**src/rtl/hsv_pkg.sv**
```systemverilog
// Shared constants and types of the RGB to HSV converter.
package hsv_pkg;

  localparam int CHAN_W     = 8;
  localparam int HUE_W      = 13;

  // Restoring divider: one quotient bit per pipeline step.
  localparam int DIV_STEPS  = 10;
  localparam int DIV_Q_W    = DIV_STEPS;
  localparam int DIV_NUM_W  = 18;
  localparam int DIV_DEN_W  = CHAN_W;

  localparam logic [HUE_W-1:0] HUE_SECTOR = HUE_W'(960);
  localparam logic [HUE_W-1:0] HUE_FULL   = HUE_W'(5760);

  localparam logic [1:0] SEC_RED   = 2'd0;
  localparam logic [1:0] SEC_GREEN = 2'd1;
  localparam logic [1:0] SEC_BLUE  = 2'd2;

  // Per-pixel data that rides alongside the dividers.
  typedef struct packed {
    logic [1:0]        sector;
    logic              neg;
    logic              grey;
    logic [CHAN_W-1:0] value;
  } hsv_side_t;

endpackage

```
**src/rtl/rgb_to_hsv_converter_unit.sv**
```systemverilog
// Top level of the RGB to HSV converter: a twelve-stage pixel pipeline.
//
// Converts one 8-bit RGB pixel into hue (1/16 degree, 0..5759), saturation
// (0..255) and value (the largest channel). The unit takes one pixel per
// clock while the output is not stalled. Each pixel's input transaction
// loads the preparation stage (max, min, sector, scaled numerators), then
// ten stages of two restoring dividers resolve one quotient bit each (the
// hue quotient reaches 960, so ten bits set the depth), and one more stage
// adds the sector base, wraps negative hues and registers the result. Every
// stage carries its own valid bit and advances whenever it is empty or the
// stage after it moves, so bubbles collapse and a stalled output holds only
// the stages behind it that are full. Grey pixels give hue 0 and
// saturation 0. Ties for the largest channel go to red, then green. Reset
// clears only the valid bits.
module rgb_to_hsv_converter_unit (
  input  logic                       clk,
  input  logic                       rst_n,
  input  logic                       in_valid,
  output logic                       in_ready,
  input  logic [hsv_pkg::CHAN_W-1:0] in_red,
  input  logic [hsv_pkg::CHAN_W-1:0] in_green,
  input  logic [hsv_pkg::CHAN_W-1:0] in_blue,
  output logic                       out_valid,
  input  logic                       out_ready,
  output logic [hsv_pkg::HUE_W-1:0]  out_hue,
  output logic [hsv_pkg::CHAN_W-1:0] out_saturation,
  output logic [hsv_pkg::CHAN_W-1:0] out_value
);
  import hsv_pkg::*;

  localparam int NSTG = DIV_STEPS + 2;   // prep, divider steps, output
  localparam int OUTS = NSTG - 1;

  // Valid bits and advance enables, one per stage.
  logic [NSTG-1:0] v_r;
  logic [NSTG-1:0] adv;

  // Preparation stage registers.
  logic [DIV_NUM_W-1:0] num_sat_r, num_hue_r;
  logic [DIV_DEN_W-1:0] den_sat_r, den_hue_r;
  hsv_side_t            side_r [DIV_STEPS+1];

  logic [DIV_Q_W-1:0]   q_sat, q_hue;

  // Output register.
  logic [HUE_W-1:0]  out_hue_r;
  logic [CHAN_W-1:0] out_sat_r, out_val_r;

  // Stage enables: advance a stage when it is empty or its successor moves.
  always_comb begin
    adv[OUTS] = !v_r[OUTS] || out_ready;
    for (int i = OUTS - 1; i >= 0; i--) begin
      adv[i] = !v_r[i] || adv[i+1];
    end
  end

  assign in_ready = adv[0];

  always_ff @(posedge clk) begin
    if (!rst_n) begin
      v_r <= '0;
    end else begin
      if (adv[0]) begin
        v_r[0] <= in_valid;
      end
      for (int i = 1; i < NSTG; i++) begin
        if (adv[i]) begin
          v_r[i] <= v_r[i-1];
        end
      end
    end
  end

  // ---------------------------------------------------------------------
  // Preparation: pick the largest channel and its sector, form delta and
  // the signed channel difference, and scale the dividends with shifts
  // (x*255 = x*256 - x, x*960 = x*1024 - x*64).
  // ---------------------------------------------------------------------
  logic [CHAN_W-1:0]    hi, lo, delta, mag;
  logic [CHAN_W:0]      diff;
  logic [1:0]           sector;
  logic [DIV_NUM_W-1:0] num_sat_nxt, num_hue_nxt;
  hsv_side_t            side_nxt;

  always_comb begin
    if (in_red >= in_green && in_red >= in_blue) begin
      sector = SEC_RED;
      hi     = in_red;
      diff   = {1'b0, in_green} - {1'b0, in_blue};
    end else if (in_green >= in_blue) begin
      sector = SEC_GREEN;
      hi     = in_green;
      diff   = {1'b0, in_blue} - {1'b0, in_red};
    end else begin
      sector = SEC_BLUE;
      hi     = in_blue;
      diff   = {1'b0, in_red} - {1'b0, in_green};
    end

    lo = in_red;
    if (in_green < lo) begin
      lo = in_green;
    end
    if (in_blue < lo) begin
      lo = in_blue;
    end
    delta = hi - lo;

    // magnitude of the 9-bit two's complement difference
    mag = diff[CHAN_W] ? CHAN_W'(-diff) : diff[CHAN_W-1:0];

    num_sat_nxt = (DIV_NUM_W'(delta) << 8) - DIV_NUM_W'(delta);
    num_hue_nxt = (DIV_NUM_W'(mag) << 10) - (DIV_NUM_W'(mag) << 6);

    side_nxt.sector = sector;
    side_nxt.neg    = diff[CHAN_W];
    side_nxt.grey   = (delta == '0);
    side_nxt.value  = hi;
  end

  always_ff @(posedge clk) begin
    if (adv[0]) begin
      num_sat_r <= num_sat_nxt;
      num_hue_r <= num_hue_nxt;
      den_sat_r <= hi;
      den_hue_r <= delta;
      side_r[0] <= side_nxt;
    end
    for (int i = 1; i <= DIV_STEPS; i++) begin
      if (adv[i]) begin
        side_r[i] <= side_r[i-1];
      end
    end
  end

  // ---------------------------------------------------------------------
  // Dividers: saturation = delta*255 / max, hue offset = |diff|*960 / delta.
  // Both quotients fit ten bits; a grey pixel divides by zero and its
  // quotients are discarded at the output stage.
  // ---------------------------------------------------------------------
  hsv_div u_div_sat (
    .clk      (clk),
    .en       (adv[DIV_STEPS:1]),
    .dividend (num_sat_r),
    .divisor  (den_sat_r),
    .quotient (q_sat)
  );

  hsv_div u_div_hue (
    .clk      (clk),
    .en       (adv[DIV_STEPS:1]),
    .dividend (num_hue_r),
    .divisor  (den_hue_r),
    .quotient (q_hue)
  );

  // ---------------------------------------------------------------------
  // Output stage: add the sector base, apply the sign, wrap below zero.
  // ---------------------------------------------------------------------
  hsv_side_t        side_d;
  logic [HUE_W-1:0] base, q_ext, hue_nxt;
  logic [CHAN_W-1:0] sat_nxt;

  always_comb begin
    side_d = side_r[DIV_STEPS];
    q_ext  = HUE_W'(q_hue);
    case (side_d.sector)
      SEC_RED:   base = '0;
      SEC_GREEN: base = HUE_SECTOR << 1;
      SEC_BLUE:  base = HUE_SECTOR << 2;
      default:   base = '0;
    endcase

    if (!side_d.neg) begin
      hue_nxt = base + q_ext;
    end else if (base >= q_ext) begin
      hue_nxt = base - q_ext;
    end else begin
      hue_nxt = base + HUE_FULL - q_ext;
    end
    sat_nxt = q_sat[CHAN_W-1:0];

    if (side_d.grey) begin
      hue_nxt = '0;
      sat_nxt = '0;
    end
  end

  always_ff @(posedge clk) begin
    if (adv[OUTS]) begin
      out_hue_r <= hue_nxt;
      out_sat_r <= sat_nxt;
      out_val_r <= side_d.value;
    end
  end

  assign out_valid      = v_r[OUTS];
  assign out_hue        = out_hue_r;
  assign out_saturation = out_sat_r;
  assign out_value      = out_val_r;

endmodule

```
**src/rtl/hsv_div.sv**
```systemverilog
// Pipelined restoring divider, one quotient bit per stage.
module hsv_div (
  input  logic                            clk,
  input  logic [hsv_pkg::DIV_STEPS-1:0]   en,
  input  logic [hsv_pkg::DIV_NUM_W-1:0]   dividend,
  input  logic [hsv_pkg::DIV_DEN_W-1:0]   divisor,
  output logic [hsv_pkg::DIV_Q_W-1:0]     quotient
);
  import hsv_pkg::*;

  logic [DIV_NUM_W-1:0] rem_r   [DIV_STEPS-1];
  logic [DIV_DEN_W-1:0] den_r   [DIV_STEPS-1];
  logic [DIV_Q_W-1:0]   quo_r   [DIV_STEPS];

  logic [DIV_NUM_W-1:0] rem_in  [DIV_STEPS];
  logic [DIV_DEN_W-1:0] den_in  [DIV_STEPS];
  logic [DIV_Q_W-1:0]   quo_in  [DIV_STEPS];
  logic [DIV_NUM_W-1:0] rem_nxt [DIV_STEPS];
  logic [DIV_Q_W-1:0]   quo_nxt [DIV_STEPS];

  always_comb begin
    logic [DIV_NUM_W-1:0] trial;
    rem_in[0] = dividend;
    den_in[0] = divisor;
    quo_in[0] = '0;
    for (int k = 1; k < DIV_STEPS; k++) begin
      rem_in[k] = rem_r[k-1];
      den_in[k] = den_r[k-1];
      quo_in[k] = quo_r[k-1];
    end
    for (int k = 0; k < DIV_STEPS; k++) begin
      // try the divisor at the weight of this quotient bit
      trial = DIV_NUM_W'(den_in[k]) << (DIV_STEPS - 1 - k);
      if (rem_in[k] >= trial) begin
        rem_nxt[k] = rem_in[k] - trial;
        quo_nxt[k] = quo_in[k] | (DIV_Q_W'(1) << (DIV_STEPS - 1 - k));
      end else begin
        rem_nxt[k] = rem_in[k];
        quo_nxt[k] = quo_in[k];
      end
    end
  end

  always_ff @(posedge clk) begin
    for (int k = 0; k < DIV_STEPS - 1; k++) begin
      if (en[k]) begin
        rem_r[k] <= rem_nxt[k];
        den_r[k] <= den_in[k];
      end
    end
    for (int k = 0; k < DIV_STEPS; k++) begin
      if (en[k]) begin
        quo_r[k] <= quo_nxt[k];
      end
    end
  end

  assign quotient = quo_r[DIV_STEPS-1];

endmodule
```
**config.mk**
```make
export PLATFORM = sky130hd
export DESIGN_NAME = rgb_to_hsv_converter_unit
export DESIGN_NICKNAME = d
export VERILOG_FILES = /design/src/rtl/hsv_pkg.sv /design/src/rtl/rgb_to_hsv_converter_unit.sv /design/src/rtl/hsv_div.sv
export SDC_FILE = /design/constraint.sdc
export NUM_CORES = 1
export LEC_CHECK = 0
export BUFFER_PORTS_ARGS = -buffer_cell sky130_fd_sc_hd__clkbuf_2
export CORE_ASPECT_RATIO = 1.4
export CORE_MARGIN = 2
export CORE_UTILIZATION = 46
export DETAILED_ROUTE_END_ITERATION = 6
export GPL_TIMING_DRIVEN = 0
export PLACE_DENSITY = 0.61
export SYNTH_ARGS = -nofsm -noshare
export SYNTH_HDL_FRONTEND = slang
export SYNTH_SLANG_ARGS = --single-unit
```
**constraint.sdc**
```tcl
create_clock -name clk -period 6.85 [get_ports clk]
set_input_delay 0.3425 -clock clk [delete_from_list [all_inputs] [get_ports clk]]
set_output_delay 0.3425 -clock clk [all_outputs]
set_load 0.01 [all_outputs]
```
==> metrics.md <==
| Metric | Value |
|---|---|
| Total of max-cap violations | 0 |
| DR vias/cell | around 5.2 |
| Vias | between 20000 and 25000 |
| Pwr Density | slightly below 500 mW/mm2 |
| Post-route cell area | about 0.037 mm2 |
| Layout cell share with drive strength beyond 1 | 7.032% |
| Element type at the critical path end | register |
| Clock Skews | 0.02646 ns |
| Synth Area per Inst | 11.94 um2 |
| Iter 0 DRT Violations | 1034 |
| CP delay by family, top | compound AO/OA/AOI/OAI gates |
| Slew margin rel. | 7.088% |
| Clk root buf | clkbuf_16 |
| Slew Limit Fails | 0 |
| Setup TNS | 0 ns |
| Synth warnings | 0 |
| Core footprint | 0.07141 mm2 |
| Die Span Y | 321.7 um |
| Post-synth cell types | 76 |
| Initial antenna violation count | 0 |
| Fin. Hold Viols | 0 |
| Async set-reset flop share out of synthesis | 0% |
| Buffers added on ports | 58 |
| Hold WC Path Type | in -> reg |
| GR Overflow Total | 0 |
| Most numerous cell in the Yosys netlist | edfxtp_1 |
| CP arrival | 6.60 ns |
| # diodes | 0 |
| Area growth, synth to finish | 11.31% |
| Critical path fanouts, max | 10 |
| CP Data Required Time | 7.21 ns |
| Die width | 230.9 um |
| Worst path max stage delay | approximately 0.45 ns |
| Status | finished clean |
| Leading cell types by count after synthesis | 636 x edfxtp_1, 326 x inv_1, 223 x ha_1 |
| Top cell by count, worst path | o21ai_0 |
| Final worst-path cycle share | 91.16% |
| Area contributors post-synth | edfxtp_1 58%, ha_1 8.4%, inv_1 3.7% |
| Crit path launch type | input pin |
| Final hold slack | between 0.09 and 0.1 ns |
| Final wirelength | 59930 um |
| Pleak | around 0.015 uW |
| Post-CTS Setup Bufs | 0 |
| Placed cell areas | 0.03485 mm2 |
| Worst-skew pair later-pin latency | 0.64 ns |
| Post-DRT Antenna Nets | 0 |
| Clock transition at path regs | ~0.060 ns |
| Pin count of the biggest net entering global routing | 68 |
| Initial Util | 46.43% |
| Clock buffer count from CTS | 59 |
| EDFF count, synth | 636 |
| Buf/Inv on CP | 4 |
| Fmax | 160.1 MHz |
| Setup repair after global routing missed its margin | false |
| FF+latch count, synth | 648 |
| Post-synth top area cell | edfxtp_1 |
| Yosys top cell area share | roughly 58% |
| Per-cell routed wire length | 15.36 um |
| Mapped Area | 0.03316 mm2 |
| Fin crit period | 6.245 ns |
| Net count after synthesis | 3052 |
| Sequential element share of the synthesized area | 58.33% |
| First-pass GRT wire length | just under 100000 um |
| # IOs | 59 |
| Ys flop type | edfxtp_1 |
| DRC violations left | 0 |
| Cells after Synth | 2777 |
| Clock sink count | 648 |
| Clk buf depth | 3 |
| Number of cell rows | 116 |
| Final nets | 3183 |
| Drt first pass iters | 5 |
| Vias in the first global route | 21260 |
| FF-to-FF setup slack | between 2 and 3 ns |
| Total track usage | 16.37% |
| Critical Path Slowest Stage Cell | or3_1 |
| TritonCTS clock tree | built |
| Die ar. | 0.07427 mm2 |
| WS Path Type | in -> reg |
| H-Tree Depth | 2 |
| Placer Congestion | 0.8895 |
| Setup violators final | 0 |
| Slew @ Worst Pin | 1.381 ns |
| Detailed Place HPWL | 47340 um |
| VDD IR-drop max | 203.9 uV |
==> worst paths after layout <==
path,start,endpoint,cells after the start
setup / recovery,in_green[1],num_sat_r[10],26
hold / removal,out_ready,v_r[11],3
setup reg to reg,u_div_sat.rem_r[0][8],u_div_sat.rem_r[0][32],13
hold reg to reg,u_div_sat.quo_r[4][7],u_div_sat.quo_r[5][7],0
==> placed cells by master, fill, tap and decap left out, types with 24 or more instances in the layout <==
| cell | instances |
|---|---|
| nor4_1 | 32 |
| fa_1 | 24 |
| a21oi_1 | 133 |
| o31ai_1 | 45 |
| clkbuf_2 | 58 |
| clkbuf_16 | 59 |
| inv_1 | 320 |
| o21ai_0 | 189 |
| nor2b_1 | 65 |
| clkbuf_1 | 42 |
| nand4_1 | 34 |
| nor2_1 | 186 |
| nor3_1 | 52 |
| xor2_1 | 87 |
| a21boi_0 | 46 |
| xnor2_1 | 102 |
| nand3_1 | 26 |
| a21o_1 | 38 |
| o21a_1 | 26 |
| nand2_1 | 195 |
| ha_1 | 223 |
| nand2b_1 | 40 |
| edfxtp_1 | 636 |
==> flip-flops by register name (all words and copies together) (netlist names) <==
name	cells
out_value	8
out_saturation	8
u_div_sat.quo_r	36
num_hue_r	12
u_div_sat.rem_r	153
num_sat_r	17
u_div_hue.rem_r	123
u_div_hue.quo_r	55
u_div_hue.den_r	72
out_hue	13
den_sat_r	7
v_r	12
side_r	125
den_hue_r	7
==> stage by stage <==
step | total power (uW) | setup slack (ns) | utilization (%) | std cells
4_1_cts | 18470 | 0.5073 | 51.68 | 3902
5_1_grt | 19790 | 0.07107 | 51.68 | 3902
3_5_place_dp | 15020 | -0.1940 | 48.80 | 3789
2_1_floorplan | 13140 | 1.241 | - | 2777
3_3_place_gp | 14680 | -0.01060 | 48.49 | 3779
6_report | 18340 | 0.6054 | 51.68 | 3902
==> area by class of cell <==
type                            instances  area (um2)
Tap cell                              944        1181
Clock buffer                           72        1555
Inverter                              326        1224
Fill cell                            6144       34500
Clock inverter                         39       475.5
Multi-Input combinational cell       1767       12470
Sequential cell                       648       19340
Timing Repair Buffer                   70       518.0
Buffer                                 36       140.1
==> where the power goes <==
group,leakage [uW],internal (uW),switching [uW],total (uW)
logic,0.00712,3250,4050,7310
clock network,0.000994,1960,1420,3380
registers,0.00667,6740,908,7650
total,0.0148,12000,6380,18300
==> worst min-delay path, cell delays in order <==
cell,delay [ns]
clkbuf_2,0.08
nor2b_1,0.08
o21a_1,0.17
==> per-layer routing <==
metal | share of wire, % | wire (um) | GRT usage (%) | vias up
li1 | - | - | - | 10270
met1 | 34 | 20430 | 14.66 | 9653
met2 | 58 | 34520 | 33.95 | 289
met3 | 2.4 | 1468 | 2.080 | 155
met4 | 5.9 | 3515 | 9.477 | 0
met5 | 0 | 0 | 0 | -
==> kinds of logic after synthesis <==
kind of cell    Yosys count  synth area share [%]
flops                   648                 58.33
xor+xnor                190                 5.042
fa+ha+maj               247                 9.865
buf+inv                 362                 4.113
simple gates            740                 11.13
compound gates          563                 10.66
mux                      26                0.8453
other cells               1               0.01131
==> what timing repair did <==
item                       4_1_cts  5_1_grt
hold buffers                     2        0
gates resized for setup          0        1
hold endpoints to repair         3        0
setup endpoints to repair        0        3
No activity file was read; power rests on OpenSTA's default activity.
